`src/rtl/csv_fst_pkg.sv`:
```
`timescale 1ns / 1ps
// ----------------------------------------------------------------------------
// CSV field splitter package
// Shared types, constants and helper functions of the field splitter.
// ----------------------------------------------------------------------------
package csv_fst_pkg;

	localparam int unsigned MAX_LEN    = 4096;
	localparam int unsigned OFS_W      = $clog2(MAX_LEN + 1);
	localparam int unsigned FIELD_W    = 13;
	localparam int unsigned OUT_DATA_W = 32;

	typedef logic [OFS_W-1:0] ofs_t;

	localparam ofs_t OFS_MAX = ofs_t'(MAX_LEN);

	localparam logic [7:0] CH_QUOTE    = 8'h22;
	localparam logic [7:0] CH_BSLASH   = 8'h5C;
	localparam logic [7:0] CH_SPACE    = 8'h20;
	localparam logic [7:0] CH_TAB      = 8'h09;
	localparam logic [7:0] CH_CR       = 8'h0D;
	localparam logic [7:0] CH_LF       = 8'h0A;
	localparam logic [7:0] DELIM_RESET = 8'h2C;

	typedef enum logic {
		REQ_DATA = 1'b0,
		REQ_EOR  = 1'b1
	} req_t;

	typedef struct packed {
		req_t       req;
		logic [7:0] char_byte;
	} item_t;

	typedef struct packed {
		logic               present;
		logic [FIELD_W-1:0] start_ofs;
		logic [FIELD_W-1:0] end_ofs;
		logic               empty;
		logic               last;
		logic               ovf;
	} result_t;

	function automatic logic is_trimmed(logic [7:0] b);
		return b inside {CH_SPACE, CH_TAB, CH_CR, CH_LF, CH_QUOTE};
	endfunction

	function automatic ofs_t sat_inc(ofs_t v);
		return (v >= OFS_MAX) ? OFS_MAX : v + ofs_t'(1);
	endfunction

	function automatic logic [FIELD_W-1:0] to_field(ofs_t v);
		return FIELD_W'(v);
	endfunction

endpackage

```
`src/rtl/csv_fst_parse.sv`:
```
`timescale 1ns / 1ps
// ----------------------------------------------------------------------------
// CSV field splitter parser
// Holds the record state and the delimiter register, and forms the result
// of the item in the input register in the same cycle.
// ----------------------------------------------------------------------------
module csv_fst_parse (
	input  logic                  clk,
	input  logic                  arst_n,
	input  logic                  cfg_we,
	input  logic [7:0]            cfg_wdata,
	input  csv_fst_pkg::item_t    item,
	input  logic                  take,
	output logic                  res_valid,
	output csv_fst_pkg::result_t  res
);
	import csv_fst_pkg::*;

	logic [7:0] delim_q;
	ofs_t       pos_q;
	ofs_t       raw_begin_q;
	ofs_t       kept_begin_q;
	ofs_t       kept_finish_q;
	logic       kept_seen_q;
	logic       quote_odd_q;
	logic       prev_bs_q;
	logic       ovf_q;
	logic       raw_seen_q;

	ofs_t       off;
	ofs_t       off_inc;
	logic       ovf_next;
	logic       quote_next;
	logic       close;
	logic       is_eor;
	ofs_t       emit_start;
	ofs_t       emit_end;

	assign is_eor     = (item.req == REQ_EOR);
	assign off        = (pos_q >= OFS_MAX) ? OFS_MAX : pos_q;
	assign off_inc    = sat_inc(off);
	assign ovf_next   = ovf_q | (pos_q >= OFS_MAX);
	assign quote_next = quote_odd_q ^ ((item.char_byte == CH_QUOTE) & ~prev_bs_q);
	assign close      = ~is_eor & (item.char_byte == delim_q) & ~quote_next;
	assign emit_start = kept_seen_q ? kept_begin_q : raw_begin_q;
	assign emit_end   = kept_seen_q ? kept_finish_q : raw_begin_q;

	assign res_valid = is_eor | close;

	always_comb begin
		res.present   = 1'b1;
		res.start_ofs = to_field(emit_start);
		res.end_ofs   = to_field(emit_end);
		res.empty     = ~kept_seen_q;
		res.last      = is_eor;
		res.ovf       = is_eor ? ovf_q : ovf_next;
		// A record end with nothing after the last delimiter is a bare marker.
		if (is_eor && !raw_seen_q) begin
			res.present   = 1'b0;
			res.start_ofs = '0;
			res.end_ofs   = '0;
			res.empty     = 1'b0;
		end
	end

	always_ff @(posedge clk or negedge arst_n) begin
		if (!arst_n) begin
			delim_q <= DELIM_RESET;
		end else if (cfg_we) begin
			delim_q <= cfg_wdata;
		end
	end

	always_ff @(posedge clk or negedge arst_n) begin
		if (!arst_n) begin
			pos_q         <= '0;
			raw_begin_q   <= '0;
			kept_begin_q  <= '0;
			kept_finish_q <= '0;
			kept_seen_q   <= 1'b0;
			quote_odd_q   <= 1'b0;
			prev_bs_q     <= 1'b0;
			ovf_q         <= 1'b0;
			raw_seen_q    <= 1'b0;
		end else if (take) begin
			if (is_eor) begin
				pos_q         <= '0;
				raw_begin_q   <= '0;
				kept_begin_q  <= '0;
				kept_finish_q <= '0;
				kept_seen_q   <= 1'b0;
				quote_odd_q   <= 1'b0;
				prev_bs_q     <= 1'b0;
				ovf_q         <= 1'b0;
				raw_seen_q    <= 1'b0;
			end else begin
				pos_q       <= sat_inc(pos_q);
				ovf_q       <= ovf_next;
				quote_odd_q <= quote_next;
				prev_bs_q   <= (item.char_byte == CH_BSLASH);
				if (close) begin
					raw_begin_q   <= off_inc;
					kept_begin_q  <= '0;
					kept_finish_q <= '0;
					kept_seen_q   <= 1'b0;
					raw_seen_q    <= 1'b0;
				end else begin
					raw_seen_q <= 1'b1;
					if (!is_trimmed(item.char_byte)) begin
						if (!kept_seen_q) begin
							kept_begin_q <= off;
						end
						kept_seen_q   <= 1'b1;
						kept_finish_q <= off_inc;
					end
				end
			end
		end
	end

endmodule

```
`src/rtl/csv_fst_out_reg.sv`:
```
`timescale 1ns / 1ps
// ----------------------------------------------------------------------------
// CSV field splitter output register
// Holds one result beat for the master side until the receiver takes it.
// ----------------------------------------------------------------------------
module csv_fst_out_reg (
	input  logic                                   clk,
	input  logic                                   arst_n,
	input  logic                                   load,
	input  csv_fst_pkg::result_t                   res,
	output logic                                   can_load,
	output logic                                   m_tvalid,
	input  logic                                   m_tready,
	output logic [csv_fst_pkg::OUT_DATA_W-1:0]     m_tdata,
	output logic                                   m_tuser,
	output logic                                   m_tlast
);
	import csv_fst_pkg::*;

	logic    valid_q;
	result_t res_q;

	assign can_load = ~valid_q | m_tready;

	always_ff @(posedge clk or negedge arst_n) begin
		if (!arst_n) begin
			valid_q <= 1'b0;
		end else if (can_load) begin
			valid_q <= load;
		end
	end

	always_ff @(posedge clk) begin
		if (can_load && load) begin
			res_q <= res;
		end
	end

	assign m_tvalid = valid_q;
	assign m_tuser  = res_q.present;
	assign m_tlast  = res_q.last;
	assign m_tdata  = OUT_DATA_W'({res_q.ovf, res_q.empty, res_q.end_ofs, res_q.start_ofs});

endmodule

```
`src/rtl/csv_field_splitter_trim.sv`:
```
`timescale 1ns / 1ps
// ----------------------------------------------------------------------------
// CSV field splitter with trimming
// Splits a byte stream of records into fields and reports trimmed offsets.
// ----------------------------------------------------------------------------
// Each slave beat carries one record byte in s_tdata, with s_tuser low, or an
// end-of-record marker with s_tuser high. A master beat is sent for each
// delimiter that closes a field and for each end of record. The cfg port
// writes the delimiter byte; the user must use it only while the block is
// idle, which the block itself does not enforce. An accepted beat is held in
// the input register, where the parser updates the record state and forms
// the result; the result is then loaded into the output register, from which
// it is offered to the receiver.
// One beat is accepted every cycle unless a result-bearing beat is stalled:
// the path from the input register through the parser to the output register
// carries one item per clock. When the receiver stalls, the output register
// holds its beat, the input register holds the next one, and s_tready falls
// only when a result-bearing beat in the input register cannot move on. Data
// bytes that give no result keep flowing. Reset clears the valid flags of both
// registers and the record state, and sets the delimiter to a comma.
// ----------------------------------------------------------------------------
module csv_field_splitter_trim (
	input  logic                                clk,
	input  logic                                arst_n,
	input  logic                                cfg_we,
	input  logic [7:0]                          cfg_wdata,
	input  logic                                s_tvalid,
	output logic                                s_tready,
	input  logic [7:0]                          s_tdata,  // char_byte
	input  logic                                s_tuser,  // req_type
	output logic                                m_tvalid,
	input  logic                                m_tready,
	// field_start[12:0], field_end[25:13], field_empty[26], overflow[27], zero
	output logic [csv_fst_pkg::OUT_DATA_W-1:0]  m_tdata,
	output logic                                m_tuser,  // field_present
	output logic                                m_tlast   // record_end
);
	import csv_fst_pkg::*;

	logic    valid_s1;
	item_t   item_s1;
	logic    res_valid;
	result_t res;
	logic    can_load;
	logic    advance;

	assign advance  = valid_s1 & (~res_valid | can_load);
	assign s_tready = ~valid_s1 | advance;

	always_ff @(posedge clk or negedge arst_n) begin
		if (!arst_n) begin
			valid_s1 <= 1'b0;
		end else if (s_tready) begin
			valid_s1 <= s_tvalid;
		end
	end

	always_ff @(posedge clk) begin
		if (s_tready && s_tvalid) begin
			item_s1 <= '{req: req_t'(s_tuser), char_byte: s_tdata};
		end
	end

	csv_fst_parse u_parse (
		.clk       (clk),
		.arst_n    (arst_n),
		.cfg_we    (cfg_we),
		.cfg_wdata (cfg_wdata),
		.item      (item_s1),
		.take      (advance),
		.res_valid (res_valid),
		.res       (res)
	);

	csv_fst_out_reg u_out (
		.clk      (clk),
		.arst_n   (arst_n),
		.load     (advance & res_valid),
		.res      (res),
		.can_load (can_load),
		.m_tvalid (m_tvalid),
		.m_tready (m_tready),
		.m_tdata  (m_tdata),
		.m_tuser  (m_tuser),
		.m_tlast  (m_tlast)
	);

	// A held item in the input register must not be replaced.
	assert property (@(posedge clk) disable iff (!arst_n)
		valid_s1 && !advance |=> valid_s1 && $stable(item_s1))
		else $error("input register item lost while stalled");

	// A bare record-end marker carries zero offsets and always ends a record.
	assert property (@(posedge clk) disable iff (!arst_n)
		m_tvalid && !m_tuser |-> m_tlast && (m_tdata[26:0] == 27'd0))
		else $error("bare marker with field contents");

	// An empty field reports equal start and end offsets.
	assert property (@(posedge clk) disable iff (!arst_n)
		m_tvalid && m_tuser && m_tdata[26] |-> (m_tdata[12:0] == m_tdata[25:13]))
		else $error("empty field with differing offsets");

	// Field offsets never run backward.
	assert property (@(posedge clk) disable iff (!arst_n)
		m_tvalid && m_tuser |-> (m_tdata[12:0] <= m_tdata[25:13]))
		else $error("field start beyond field end");

endmodule
```
`config.mk`:
```
export PLATFORM = sky130hd
export DESIGN_NAME = csv_field_splitter_trim
export DESIGN_NICKNAME = d
export VERILOG_FILES = /design/src/rtl/csv_fst_pkg.sv /design/src/rtl/csv_fst_parse.sv /design/src/rtl/csv_fst_out_reg.sv /design/src/rtl/csv_field_splitter_trim.sv
export SDC_FILE = /design/constraint.sdc
export NUM_CORES = 1
export LEC_CHECK = 0
export BUFFER_PORTS_ARGS = -buffer_cell sky130_fd_sc_hd__clkbuf_2
export CAP_MARGIN = 40
export CELL_PAD_IN_SITES_DETAIL_PLACEMENT = 1
export CELL_PAD_IN_SITES_GLOBAL_PLACEMENT = 2
export CORE_ASPECT_RATIO = 0.8
export CORE_MARGIN = 2
export CORE_UTILIZATION = 39
export CTS_BUF_LIST = sky130_fd_sc_hd__clkbuf_16
export DETAILED_ROUTE_END_ITERATION = 16
export PLACE_DENSITY = 0.8
export SETUP_SLACK_MARGIN = 0.1
export SYNTH_ARGS = -nofsm -noshare
export SYNTH_HDL_FRONTEND = slang
export SYNTH_SLANG_ARGS = --single-unit
```
`constraint.sdc`:
```
create_clock -name clk -period 3.6 [get_ports clk]
set_input_delay 0.18 -clock clk [delete_from_list [all_inputs] [get_ports clk]]
set_output_delay 0.18 -clock clk [all_outputs]
set_load 0.1 [all_outputs]
```
==> summary.txt <==
Outcome
  • Status: finished clean

Critical path
  • Worst Path Required: 3640 ps
  • Setup Crit Path Kind: reg2reg
  • CP Max Fanout: 21
  • Crit path max-delay family: simple AND/OR/NAND/NOR gates
  • Worst path cell trace: xor2_1 -> nor3_1 -> nand3_2 -> o21ai_4 -> nand3_4 -> inv_1 -> buf_4
  • Slowest cell delay on critical path: 440 ps
  • Critical-path top delay cell: edfxtp_1
  • Startpoint types: register
  • Crit path DAT: 2930 ps
  • WP buf/inv: 2
  • Crit end category: register

CTS
  • CTS-repair resized insts: 0
  • # clock sinks: 106
  • Root Buffer: clkbuf_16
  • CTS Buf Count: 9
  • Htree depth: 3
  • Clk slew on worst S/H paths: 70 ps
  • Clock latency on the worst-skew pair: 350 ps
  • CTS tree: built
  • Clk buf depth: 2

Synthesis
  • #FFs+latches synth: 106
  • Top FF cell, synth: dfrtp_1
  • Synthesis Warnings: 0
  • Synth async-reset ratio: 63.21%
  • Unique cell type count in the Yosys netlist: 54
  • Syn Std Cell Area: 4981 µm²
  • Post-synth EDFFs: 39
  • Seq/Total Area, Yosys: 57.25%
  • Syn avg cell area: 11.40 µm²
  • Cells after synthesis: 437

Power and ir drop
  • VDD IR-drop max: 0.2334 mV
  • PwrDens: around 500 nW/µm²
  • Power Total: 2.885 mW
  • Total leakage power: 2.430 nW

STA
  • Fin crit period: 2889 ps
  • Tcrit/Tclk final: roughly 80%
  • Max Clk Rate: 346.2 MHz
  • Unrepaired setup endpoints after global routing: false
  • Hold Vio Cnt, Final: 0
  • Setup_tns: 0 ps
  • Slew @ Worst Pin: 778.3 ps
  • Clock Skew: 7.114 ps
  • Pins over their slew limit: 0
  • Hold Slack: 36.55 ps
  • Setup violators final: 0
  • Max-slew headroom: between 40 and 50%

GRT
  • Vias in the first global route: 3,444
  • GRT Total Usage: between 10% and 20%
  • First-pass GRT wire length: 18,960 µm
  • Initial antenna violation count: 0
  • GR Overflow Total: 0
  • Largest net degree at the start of global routing: between 40 and 50

Place
  • DP HPWL: between 8000 and 9000 µm
  • RePlAce Congestion: 0.7964
  • PortBufs: 53

Floorplan
  • Core Region: 12,340 µm²
  • Initial Util: 40.36%
  • Row count: 36
  • Die span in x: 130.4 µm
  • Io pins: 58
  • Die area: 13,700 µm²
  • Height of the die: 105.1 µm

Cells and area
  • Area growth from synthesis to layout: 16.75%
  • Share of layout cells above drive strength 1: 23.51%
  • Filler instances: 1,385
  • Antenna cells: 0
  • Nets: approximately 520

Routing
  • DR iter-0 viols: approximately 100
  • Router iterations before antenna repair: 4
  • Highest routed layer: met4
  • DR vias: 3,424
  • WL met2: 5076 µm
  • Detailed Route WL: 11,710 µm
  • Metal-1 WL: 6149 µm
  • Post-route DRC: 0
  • Met3 routed WL: ~310 µm
  • DRT antenna net count: 0
  • Routed len/inst: 17.40 µm
  • Via density per instance: 5.088

Hold path
  • Min-Delay Path Class: in2reg

Job
  • Max cap viols: 0
synthesized netlist by cell type (2+ instances only):
cell	instances	area (µm²)
a22o_1	4	35.03
a21oi_1	29	145.1
buf_4	6	45.04
nor3_1	10	50.05
mux2_2	20	225.2
nand3_2	2	20.02
inv_1	15	56.30
ha_1	3	37.54
nand2_1	53	198.9
o41ai_1	9	78.83
a32o_1	3	30.03
nand3_1	12	60.06
nor2_1	29	108.9
buf_6	2	22.52
o21ai_0	26	130.1
edfxtp_1	39	1171
dfrtp_1	64	1602
and2_1	3	18.77
nand2b_1	17	106.4
buf_2	5	25.02
clkbuf_1	13	48.80
nand4_1	3	18.77
o31ai_1	4	30.03
xnor2_1	6	52.55
dfstp_2	3	78.83
mux2_4	6	90.09
o211ai_1	2	15.01
and3_1	2	12.51
o21a_1	3	22.52
xor2_1	11	96.34
mux2i_1	8	80.08
nor4_4	3	63.81
cells in the final DEF (no fill, tap or decap), types with 2 or more instances in the layout:
cell type,netlist,layout
o211ai_1,2,2
nand3_1,12,12
dlygate4sd3_1,0,10
o41ai_1,9,9
nor2_1,29,29
clkbuf_2,1,53
mux2_2,20,20
ha_1,3,3
a32o_1,3,3
dfrtp_1,64,64
mux2_4,6,6
mux2i_1,8,8
edfxtp_1,39,39
nand4_1,3,3
inv_8,0,2
and3_1,2,2
buf_4,6,9
inv_1,15,16
a22o_1,4,4
xnor2_1,6,6
conb_1,1,4
nor3_1,10,10
dfstp_2,3,3
xor2_1,11,11
o31ai_1,4,4
and2_1,3,3
o21a_1,3,3
nand2_1,53,53
nand2b_1,17,17
a21oi_1,29,29
nand3_2,2,2
o21ai_0,26,26
nor4_4,3,3
clkbuf_16,0,9
flip-flops by register name, indices dropped and copies added, names as in the netlist:
signal,cells
u_out.m_tdata,28
u_parse.kept_begin_q,13
u_parse.kept_finish_q,13
u_parse.pos_q,13
u_parse.raw_begin_q,13
item_s1,9
u_parse.delim_q,8
u_out.m_tlast,1
u_out.m_tuser,1
u_out.m_tvalid,1
u_parse.kept_seen_q,1
u_parse.ovf_q,1
u_parse.prev_bs_q,1
u_parse.quote_odd_q,1
u_parse.raw_seen_q,1
valid_s1,1
path summary, 6_finish.rpt:
| kind | start | endpoint | slack, ps | cells after the start |
|---|---|---|---|---|
| worst max-delay path | item_s1[3] | u_out.m_tdata[23] | 710 | 7 |
| worst min-delay path | s_tvalid | valid_s1 | 40 | 2 |
| worst max register to register | item_s1[3] | u_out.m_tdata[23] | 710 | 7 |
| worst min register to register | u_parse.kept_begin_q[2] | u_parse.kept_begin_q[2] | 500 | 1 |
| max in group asynchronous | arst_n | u_parse.kept_finish_q[2] | 2700 | 3 |
| min in group asynchronous | arst_n | u_parse.delim_q[6] | 220 | 2 |
kinds of logic after synthesis:
kind of cell	count (synthesis)	synth area share (%)
and+or+nand+nor	145	15.22
other	1	0.07529
AOI/OAI and AO/OA	88	11.15
xor gates and xnor gates	18	3.542
DFF	106	57.25
buffers and inverters	42	4.069
adders and majority gates	3	0.7537
muxes	34	7.938
per-stage QoR:
| step | std cells | worst slack, ps | area (µm²) | util [%] |
|---|---|---|---|---|
| after floorplan | 440 | 581.1 | 4992 | - |
| after global placement | 646 | 760.8 | 5393 | 43.69 |
| after detailed placement | 647 | 699.4 | 5413 | 43.86 |
| after CTS | 672 | 686.9 | 5806 | 47.04 |
| after global routing | 673 | 515.2 | 5816 | 47.12 |
| final | 673 | 711.2 | 5816 | 47.12 |
report_power, final:
| part | total (mW) | switching, mW | internal [mW] | leakage, nW |
|---|---|---|---|---|
| clock network | 1.02 | 0.468 | 0.549 | 0.151 |
| registers | 1.39 | 0.0602 | 1.33 | 1.27 |
| logic | 0.475 | 0.350 | 0.125 | 1.01 |
area by class of cell:
type	instances	area, µm²	area share [%]
timing repair buffer	73	452.9	7.788
clock buffer	9	225.2	3.873
multi-input combinational	292	1938	33.33
tap	171	214.0	3.679
sequential	106	2851	49.03
clock inverter	7	77.57	1.334
inverter	15	56.30	0.9682
repair_timing:
action | CTS | global route
hold buffers | 9 | 1
setup buffers | 0 | 0
endpoints found under the hold margin | 42 | 1
metal layers:
layer | track usage [%] | vias up
met2 | 26.85 | 55
met1 | 27.18 | 1693
li1 | - | 1662
met4 | 5.319 | 0
met3 | 3.226 | 14
met5 | 0 | -
Power figures use the tool's default switching activity.
